--- src/hdl/ws2812_pkg.sv ---
// Package for the three-line WS2812 driver: item codes, sizes and default timing.
package ws2812_pkg;

  // Number of LED lines driven by the block
  localparam int unsigned NumLines = 3;

  // Width of one stored colour word (green, red, blue)
  localparam int unsigned WordW = 24;

  // Width of one colour channel
  localparam int unsigned ChanW = 8;

  // Default waveform timing, in 50 ns ticks, and bits sent per LED
  localparam int unsigned ShortTicksDefault = 7;
  localparam int unsigned LongTicksDefault  = 18;
  localparam int unsigned BitsPerLedDefault = 24;

  // Brightness after reset
  localparam logic [ChanW-1:0] BrightnessReset = 8'd255;

  // Item kinds carried in tuser
  typedef enum logic [1:0] {
    MODE_SET_ONE = 2'd0,
    MODE_SET_ALL = 2'd1,
    MODE_FLUSH   = 2'd2,
    MODE_TICK    = 2'd3
  } mode_e;

endpackage

--- src/hdl/ws2812_three_line_led_driver.sv ---
// Top level of the three-line WS2812 driver: colour store, pending latches, bit encoders.
//
// Usage
//   Input items arrive on the s_axis channel. tuser gives the item kind: set one LED,
//   set all LEDs, flush, or tick. tdata carries the line index and the red, green and
//   blue channel values. A set item scales each channel by brightness/255 and stores
//   the word; a flush copies every stored word into that line's one-deep pending latch,
//   refusing lines whose latch is still full; a tick advances every line one 50 ns step.
//   Every item produces exactly one result on m_axis: line levels, busy lines and
//   refused-flush flags, all taken from the state after that item. The user must write
//   brightness via brightness_we_i / brightness_i only while the block idles; unenforced.
// Timing
//   One item per clock sustained while m_axis takes results. The pipeline has one stage
//   for the channel multiplications and one for the divide by 255 and the state update,
//   whose result lands in the output register.
// Reset
//   rst_ni clears every line to idle, empties the latches, zeroes the stored words and
//   sets brightness to 255.
// Stall
//   While m_axis is stalled the result is held; one more item may enter the first
//   stage, then s_axis_tready drops until the result is taken.
module ws2812_three_line_led_driver #(
  parameter int unsigned SHORT_TICKS  = ws2812_pkg::ShortTicksDefault,
  parameter int unsigned LONG_TICKS   = ws2812_pkg::LongTicksDefault,
  parameter int unsigned BITS_PER_LED = ws2812_pkg::BitsPerLedDefault
) (
  input  logic        clk_i,
  input  logic        rst_ni,
  // brightness register write
  input  logic        brightness_we_i,
  input  logic [7:0]  brightness_i,
  // input items
  input  logic        s_axis_tvalid,
  output logic        s_axis_tready,
  // tdata: led_index[1:0], red[9:2], green[17:10], blue[25:18], zero[31:26]
  input  logic [31:0] s_axis_tdata,
  // tuser: mode[1:0]
  input  logic [1:0]  s_axis_tuser,
  // result items
  output logic        m_axis_tvalid,
  input  logic        m_axis_tready,
  // tdata: line_levels[2:0], busy_lines[5:3], flush_refused[8:6], zero[15:9]
  output logic [15:0] m_axis_tdata
);

  localparam int unsigned NumLines = ws2812_pkg::NumLines;
  localparam int unsigned WordW    = ws2812_pkg::WordW;
  localparam int unsigned ChanW    = ws2812_pkg::ChanW;
  localparam int unsigned ProdW    = 2 * ChanW;
  localparam int unsigned Period   = SHORT_TICKS + LONG_TICKS;
  localparam int unsigned TickW    = (Period > 1) ? $clog2(Period) : 1;
  localparam int unsigned BitCntW  = $clog2(BITS_PER_LED + 1);

  localparam logic [TickW:0]     PeriodC   = (TickW+1)'(Period);
  localparam logic [TickW:0]     ShortC    = (TickW+1)'(SHORT_TICKS);
  localparam logic [TickW:0]     TwoShortC = (TickW+1)'(2 * SHORT_TICKS);
  localparam logic [BitCntW-1:0] BitsC     = BitCntW'(BITS_PER_LED);

  // Brightness register
  logic [ChanW-1:0] brightness_q;

  always_ff @(posedge clk_i or negedge rst_ni) begin
    if (!rst_ni) begin
      brightness_q <= ws2812_pkg::BrightnessReset;
    end else if (brightness_we_i) begin
      brightness_q <= brightness_i;
    end
  end

  // Stage handshake
  logic s1_valid_q;
  logic out_valid_q;
  logic s2_take;

  assign s2_take       = s1_valid_q && (!out_valid_q || m_axis_tready);
  assign s_axis_tready = !s1_valid_q || s2_take;

  // Stage 1: item fields and channel products
  ws2812_pkg::mode_e s1_mode_q;
  logic [1:0]        s1_idx_q;
  logic [ProdW-1:0]  s1_red_q, s1_green_q, s1_blue_q;

  // valid flag and item kind, known from reset so the decoder never sees an unknown kind
  always_ff @(posedge clk_i or negedge rst_ni) begin
    if (!rst_ni) begin
      s1_valid_q <= 1'b0;
      s1_mode_q  <= ws2812_pkg::MODE_TICK;
    end else begin
      if (s_axis_tready) begin
        s1_valid_q <= s_axis_tvalid;
      end
      if (s_axis_tvalid && s_axis_tready) begin
        s1_mode_q <= ws2812_pkg::mode_e'(s_axis_tuser);
      end
    end
  end

  always_ff @(posedge clk_i) begin
    if (s_axis_tvalid && s_axis_tready) begin
      s1_idx_q   <= s_axis_tdata[1:0];
      s1_red_q   <= ProdW'(s_axis_tdata[9:2])   * ProdW'(brightness_q);
      s1_green_q <= ProdW'(s_axis_tdata[17:10]) * ProdW'(brightness_q);
      s1_blue_q  <= ProdW'(s_axis_tdata[25:18]) * ProdW'(brightness_q);
    end
  end

  // Divide a 16-bit product by 255: exact for every product of two 8-bit values
  function automatic logic [ChanW-1:0] div255(input logic [ProdW-1:0] p);
    logic [ProdW:0] s;
    s = {1'b0, p} + (ProdW+1)'(1) + (ProdW+1)'(p[ProdW-1:ChanW]);
    return s[ProdW-1:ChanW];
  endfunction

  logic [WordW-1:0] word;
  assign word = {div255(s1_green_q), div255(s1_red_q), div255(s1_blue_q)};

  // Line state
  logic [NumLines-1:0][WordW-1:0]   color_q, color_d;
  logic [NumLines-1:0][WordW-1:0]   pend_q, pend_d;
  logic [NumLines-1:0]              pend_full_q, pend_full_d;
  logic [NumLines-1:0][WordW-1:0]   shift_q, shift_d;
  logic [NumLines-1:0][BitCntW-1:0] bits_q, bits_d;
  logic [NumLines-1:0][TickW-1:0]   tick_q, tick_d;

  logic [NumLines-1:0] levels, busy, refused;

  // Next state and result for the item in stage 1
  always_comb begin
    logic [TickW:0] t_next;
    color_d     = color_q;
    pend_d      = pend_q;
    pend_full_d = pend_full_q;
    shift_d     = shift_q;
    bits_d      = bits_q;
    tick_d      = tick_q;
    refused     = '0;
    t_next      = '0;

    unique case (s1_mode_q)
      ws2812_pkg::MODE_SET_ONE: begin
        if (32'(s1_idx_q) < NumLines) color_d[s1_idx_q] = word;
      end
      ws2812_pkg::MODE_SET_ALL: begin
        for (int i = 0; i < NumLines; i++) color_d[i] = word;
      end
      ws2812_pkg::MODE_FLUSH: begin
        for (int i = 0; i < NumLines; i++) begin
          if (pend_full_q[i]) begin
            refused[i] = 1'b1;
          end else begin
            pend_d[i]      = color_q[i];
            pend_full_d[i] = 1'b1;
          end
        end
      end
      ws2812_pkg::MODE_TICK: begin
        for (int i = 0; i < NumLines; i++) begin
          // advance a sending line; end of bit shifts and counts down
          if (bits_q[i] != '0) begin
            t_next = {1'b0, tick_q[i]} + (TickW+1)'(1);
            if (t_next >= PeriodC) begin
              tick_d[i]  = '0;
              shift_d[i] = {shift_q[i][WordW-2:0], 1'b0};
              bits_d[i]  = bits_q[i] - BitCntW'(1);
            end else begin
              tick_d[i] = t_next[TickW-1:0];
            end
          end
          // idle line with a pending word starts it straight away
          if (bits_d[i] == '0 && pend_full_q[i]) begin
            shift_d[i]     = pend_q[i];
            pend_full_d[i] = 1'b0;
            bits_d[i]      = BitsC;
            tick_d[i]      = '0;
          end
        end
      end
      default: ;
    endcase

    // levels and busy flags from the updated state
    for (int i = 0; i < NumLines; i++) begin
      if (bits_d[i] == '0) begin
        levels[i] = 1'b0;
      end else if ({1'b0, tick_d[i]} < ShortC) begin
        levels[i] = 1'b0;
      end else if ({1'b0, tick_d[i]} < TwoShortC) begin
        levels[i] = 1'b1;
      end else begin
        levels[i] = shift_d[i][WordW-1];
      end
      busy[i] = (bits_d[i] != '0) || pend_full_d[i];
    end
  end

  // State registers, updated when the stage 1 item moves on
  always_ff @(posedge clk_i or negedge rst_ni) begin
    if (!rst_ni) begin
      color_q     <= '0;
      pend_q      <= '0;
      pend_full_q <= '0;
      shift_q     <= '0;
      bits_q      <= '0;
      tick_q      <= '0;
    end else if (s2_take) begin
      color_q     <= color_d;
      pend_q      <= pend_d;
      pend_full_q <= pend_full_d;
      shift_q     <= shift_d;
      bits_q      <= bits_d;
      tick_q      <= tick_d;
    end
  end

  // Output register
  logic [8:0] result_q;

  always_ff @(posedge clk_i or negedge rst_ni) begin
    if (!rst_ni) begin
      out_valid_q <= 1'b0;
    end else if (s2_take) begin
      out_valid_q <= 1'b1;
    end else if (m_axis_tready) begin
      out_valid_q <= 1'b0;
    end
  end

  always_ff @(posedge clk_i) begin
    if (s2_take) begin
      result_q <= {refused, busy, levels};
    end
  end

  assign m_axis_tvalid = out_valid_q;
  assign m_axis_tdata  = {7'd0, result_q};

endmodule

--- config.mk ---
export PLATFORM = sky130hd
export DESIGN_NAME = ws2812_three_line_led_driver
export DESIGN_NICKNAME = d
export VERILOG_FILES = /design/src/hdl/ws2812_pkg.sv /design/src/hdl/ws2812_three_line_led_driver.sv
export SDC_FILE = /design/constraint.sdc
export NUM_CORES = 1
export LEC_CHECK = 0
export BUFFER_PORTS_ARGS = -buffer_cell sky130_fd_sc_hd__buf_2
export CORE_MARGIN = 1
export CORE_UTILIZATION = 45
export CTS_CLUSTER_DIAMETER = 120
export DETAILED_ROUTE_END_ITERATION = 7
export HOLD_SLACK_MARGIN = 0.02
export SETUP_SLACK_MARGIN = 0.4
export SYNTH_ARGS = -nofsm -noshare
export SYNTH_HDL_FRONTEND = slang
export SYNTH_SLANG_ARGS = --single-unit
export TNS_END_PERCENT = 20
--- constraint.sdc ---
create_clock -name clk_i -period 14.1 [get_ports clk_i]
set_input_delay 1.41 -clock clk_i [delete_from_list [all_inputs] [get_ports clk_i]]
set_output_delay 1.41 -clock clk_i [all_outputs]
set_load 0.05 [all_outputs]
* After elaboration in Yosys (flattened, before gate mapping)
Index checks and enable logic that the tools add are counted.
Storage, ports and cells: input port bits 47, flip-flop bits (word level) 320, word-level logic and storage cells 160
Cells by class: multipliers 3, reductions and logical operators 44, bitwise logic cells 3, $lt $le $gt $ge 12, add/sub/neg operators 12, equal/unequal tests 4, muxes and demuxes 50
Operators with widths (number):
- $mux 24 | 10
- $mux 72 | 2
- $pmux 72 s2 | 1
- $mux 5 | 21
- $bwmux 72 | 1
- $add 16x1->16 const B | 3
- $add 16x8->16 | 3
- $demux 24 s2 | 1
- $mul 8x8->16 | 3
- $logic_not 5->1 | 6
- $mux 15 | 2
- $reduce_bool 5->1 | 6
- $add 5x1->6 const B | 3
- $ge 6x5->1 const B | 3
- $reduce_bool 2->1 | 8
- $lt 5x3->1 const B | 3
- $lt 5x4->1 const B | 3
- $sub 5x1->5 const B | 3
- $reduce_and 3->1 | 4
- $reduce_and 4->1 | 3
- $mux 1 | 11
- $logic_and 1x1->1 | 6
- $pmux 3 s2 | 1
- $reduce_or 2->1 | 3
- other kinds (10) | 18

* Logic depth before layout (Yosys ltp)
depth in word-level cells 11, mapped depth 20

* Worst setup path after synthesis
OpenSTA, ideal clock, no wires.
path type input port to flip-flop, start point input port s_axis_tdata[13], end point register s1_green_q[15], data pin, path slack 8537 ps, stages on the path 17, arrival 5303 ps, data required time 13840 ps, cell sequence and2_1 > fa_1 > inv_1 > fa_1 > inv_1 > fa_1 > inv_1 > fa_1 > inv_1 > ha_1 > a21boi_1 > o21ai_0 > nand2b_1 > a21o_1 > a41o_1 > o41a_1 > xnor2_1
Between the ends: cells in the longest elaborated chain, start to end 1
RTL lines:
- start, declared | line ws2812_three_line_led_driver.sv:36 | input logic [31:0] s_axis_tdata,
- $mul 8x8->16 | line ws2812_three_line_led_driver.sv:102 | s1_green_q <= ProdW'(s_axis_tdata[17:10]) * ProdW'(brightness_q);
- end signal, assigned | line ws2812_three_line_led_driver.sv:102
- end, declared | line ws2812_three_line_led_driver.sv:81 | logic [ProdW-1:0] s1_red_q, s1_green_q, s1_blue_q;
Every way passes these cells. A chain may end at the register's enable or synchronous reset.

* Final worst setup path
start point input port s_axis_tdata[19], end point register s1_blue_q[15], data pin
Between the ends: cells in the longest elaborated chain, start to end 1
RTL lines:
- $mul 8x8->16 | line ws2812_three_line_led_driver.sv:103 | s1_blue_q <= ProdW'(s_axis_tdata[25:18]) * ProdW'(brightness_q);
- end signal, assigned | line ws2812_three_line_led_driver.sv:103
- end, declared | line ws2812_three_line_led_driver.sv:81
Every way passes these cells.

==> metrics.md <==
| Metric | Value |
|---|---|
| Area leader, netlist | dfrtp_1 |
| DR vias | 14400 |
| Grt total ovfl | 0 |
| Clk root buf | clkbuf_16 |
| Mapped Cells | 2039 |
| Drt initial violations | 1000 |
| GP Congestion | 0.866 |
| Crit share post-route | 38.2% |
| # rows | 78 |
| Cell Chain, Critical Path | buf_2, and2_1, fa_1, fa_1, inv_1, fa_1, fa_1, inv_1, ha_1, o21ai_0, a21boi_1, o21ai_0, nand2b_1, a21o_1, a41o_1, o41ai_1, xnor2_1 |
| Vias per cell | 5.37 |
| Crit-path max FO | 8 |
| CTS tree | yes |
| Worst path slowest cell | fa_1 |
| Routed Wire Length | 43500 um |
| Total die area | 46700 sq um |
| First-pass GRT wire length | 74200 um |
| Synth warn | 0 |
| Post-CTS Setup Inserts | 0 |
| Slew margin rel. | 23.5% |
| Post-route ant nets | 0 |
| EDFF count, synth | 59 |
| Post-CTS resize count | 0 |
| Nets@finish | 2348 |
| Hold buffer count at CTS | 0 |
| CTS Buffer Depth | 3 |
| Clock sinks | 320 |
| Final min period | 5.39 ns |
| P&R area growth vs syn | 9.58% |
| Cell area after layout | 22600 sq um |
| PD cells | 200 nW/um^2 |
| DP Area | 21400 sq um |
| DRC | 0 |
| Ys flop type | dfrtp_1 |
| Critical path buffers and inverters | 3 |
| Final setup fails | 0 |
| H-Tree Depth | 2 |
| Initial Util | 45.5% |
| Initial antenna violation count | 0 |
| Synthesized area | 20600 sq um |
| Critical path class | input port to register |
| Setup TNS | 0 ns |
| Leak | 10.3 nW |
| Ports | 65 |
| Worst hold path class | register to register |
| Most frequent CP cell | fa_1 |
| Synth cell types | 86 |
| Hold Vio Cnt, Final | 0 |
| Worst Skew | 0.0181 ns |
| Max VDD drop | 0.000103 V |
| Hpwl dp | 29800 um |
| CP peak stage delay | 0.56 ns |
| Share of cells above drive strength 1 | 11.9% |
| Max Fclk | 185 MHz |
| Die W | 216 um |
| Synthesis-stage register bit count | 320 |
| FFs w/ async S/R, synth | 81.6% |
| Post-Layout Cell Count | 2681 |
| First-pass DRT Iterations | 5 |
| Clock transition at the registers of the reported paths | 0.06 ns |
| Area share of the largest cell type after synthesis | 30.5% |
| Largest net degree at the start of global routing | 130 |
| Port Buffers | 51 |
| Top cells by area, synth | dfrtp_1 (30%), fa_1 (10%), edfxtp_1 (8.6%) |
| Outcome | complete, no violations |
| Fill cells | 4233 |
| Critical Path End Type | register |
| Worst Path Required | 14.35 ns |
| Seq/Total Area, Yosys | 40.3% |
| TritonCTS buffer count | 36 |
| Total power | 0.00453 W |
| Worst path top cell family by delay | adder cells |
| Gr usage total | 19.3% |
| Worst Max-Slew Pin Slew | 1.14 ns |
| Vias in the first global route | 14600 |
| Crit path DAT | 5.64 ns |
| Max_cap viols | 0 |
| Die H | 216 um |
| Routed wire per std cell | 16.2 um |
| Crit start category | input port |
| Mean Syn Cell Area | 10.1 sq um |
| CORE AREA | 45300 sq um |
| Placed cells | 2617 |
| Slew Limit Fails | 0 |
| Ant. Diodes | 0 |
| RSZ-0062 raised after global routing | false |
| Worst-Skew Late Latency | 0.53 ns |
## cells by family after synthesis
family                   Yosys count  share of synthesized area [%]
AO/OA/AOI/OAI                    441                           13.3
XOR/XNOR                          56                           2.38
adder cells (fa/ha/maj)          247                           18.9
buffers and inverters            277                           5.35
flip-flops                       320                           40.3
multiplexers                      81                           4.44
other                              1                         0.0182
AND/OR/NAND/NOR                  616                           15.3
## cells in the final DEF (no fill, tap or decap), drive strengths merged, types with 6 or more instances in the layout
master  Yosys  routed
a22o        7       7
nand3      32      32
or3         9       9
nor2b      15      15
a211oi      7       7
a21boi     10      10
clkbuf     68      48
xor2       20      20
dfstp      10      10
nand2     198     198
edfxtp     59      59
a21oi      90      90
o21a       18      18
a22oi      28      28
buf        23      63
o22ai      53      53
a31oi      13      13
dfrtp     251     251
ha        138     138
o21ai     163     163
clkinv      0       7
and3       16      16
nand2b     16      16
conb        1       7
inv       186     190
nand4      12      12
nor2       97      97
nor3       21      21
mux2       80      80
fa        108     108
a21o        9       9
o31ai       6       6
xnor2      36      36
and2      177     177
## registers in the layout, summed over array words and instances, names as in the netlist
register and flops:
color_q 72, pend_q 72, shift_q 72, s1_blue_q 16, s1_green_q 16, s1_red_q 16
bits_q 15, tick_q 15, result_q 9, brightness_q 8, pend_full_q 3, s1_idx_q 2
s1_mode_q 2, m_axis_tvalid 1, s1_valid_q 1
## stage by stage
| stage | hold WS (ns) | setup WS [ns] | utilization, % |
|---|---|---|---|
| after floorplan | 0.444 | 8.54 | - |
| after global placement | 0.456 | 8.18 | 47.2 |
| after detailed placement | 0.465 | 8.15 | 47.2 |
| after CTS | 0.478 | 8.70 | 49.9 |
| after global routing | 0.491 | 8.39 | 49.9 |
| final | 0.472 | 8.71 | 49.9 |
## layer usage
layer	routed length (um)	global-route usage (%)
met1	20600	26.2
met2	20700	32.7
met3	1400	2.52
met4	857	4.81
met5	0	0
## final cells by class
| class | instances | area (sq um) | share of cell area (%) |
|---|---|---|---|
| Timing Repair Buffer | 63 | 355 | 1.57 |
| Clock buffer | 48 | 1010 | 4.45 |
| Inverter | 186 | 698 | 3.09 |
| Multi-Input combinational cell | 1448 | 11300 | 49.8 |
| Clock inverter | 16 | 215 | 0.953 |
| Tap cell | 600 | 751 | 3.32 |
| Sequential cell | 320 | 8320 | 36.8 |
## worst min-delay path, stage by stage (launching register included)
cell	delay (ns)
dfrtp_1	0.34
nand2_1	0.04
o21ai_0	0.06
## worst paths after layout
kind	from	end	slack, ns	depth (start not counted)
max	s_axis_tdata[19]	s1_blue_q[15]	8.71	17
min in group asynchronous	rst_ni	tick_q[8]	0.93	1
min reg2reg	color_q[45]	color_q[45]	0.47	2
min	color_q[45]	color_q[45]	0.47	2
max reg2reg	brightness_q[7]	s1_blue_q[15]	8.99	16
max in group asynchronous	rst_ni	color_q[7]	11.59	2
## report_power, final
| group | internal (W) | leakage, nW | switching, W |
|---|---|---|---|
| Clock | 0.000580 | 0.600 | 0.000382 |
| Combinational | 0.000817 | 5.89 | 0.00109 |
| Sequential | 0.00138 | 3.83 | 0.000273 |
| Total | 0.00278 | 10.3 | 0.00175 |
## cells in the mapped netlist, drive strengths merged (4+ instances only)
| master | n |
|---|---|
| dfstp | 10 |
| o21a | 18 |
| a32o | 4 |
| a22o | 7 |
| and2 | 177 |
| a21oi | 90 |
| nor4b | 4 |
| xnor2 | 36 |
| nand2b | 16 |
| a21boi | 10 |
| ha | 138 |
| nand2 | 198 |
| a211oi | 7 |
| and3 | 16 |
| nand3 | 32 |
| or3 | 9 |
| o31ai | 6 |
| a31oi | 13 |
| o22ai | 53 |
| o21ai | 163 |
| xor2 | 20 |
| inv | 186 |
| edfxtp | 59 |
| or2 | 5 |
| nor3b | 4 |
| dfrtp | 251 |
| mux2 | 80 |
| a22oi | 28 |
| a21o | 9 |
| clkbuf | 68 |
| nand4 | 12 |
| nor2b | 15 |
| fa | 108 |
| buf | 23 |
| nor3 | 21 |
| nor2 | 97 |
Power figures use the tool's default switching activity.
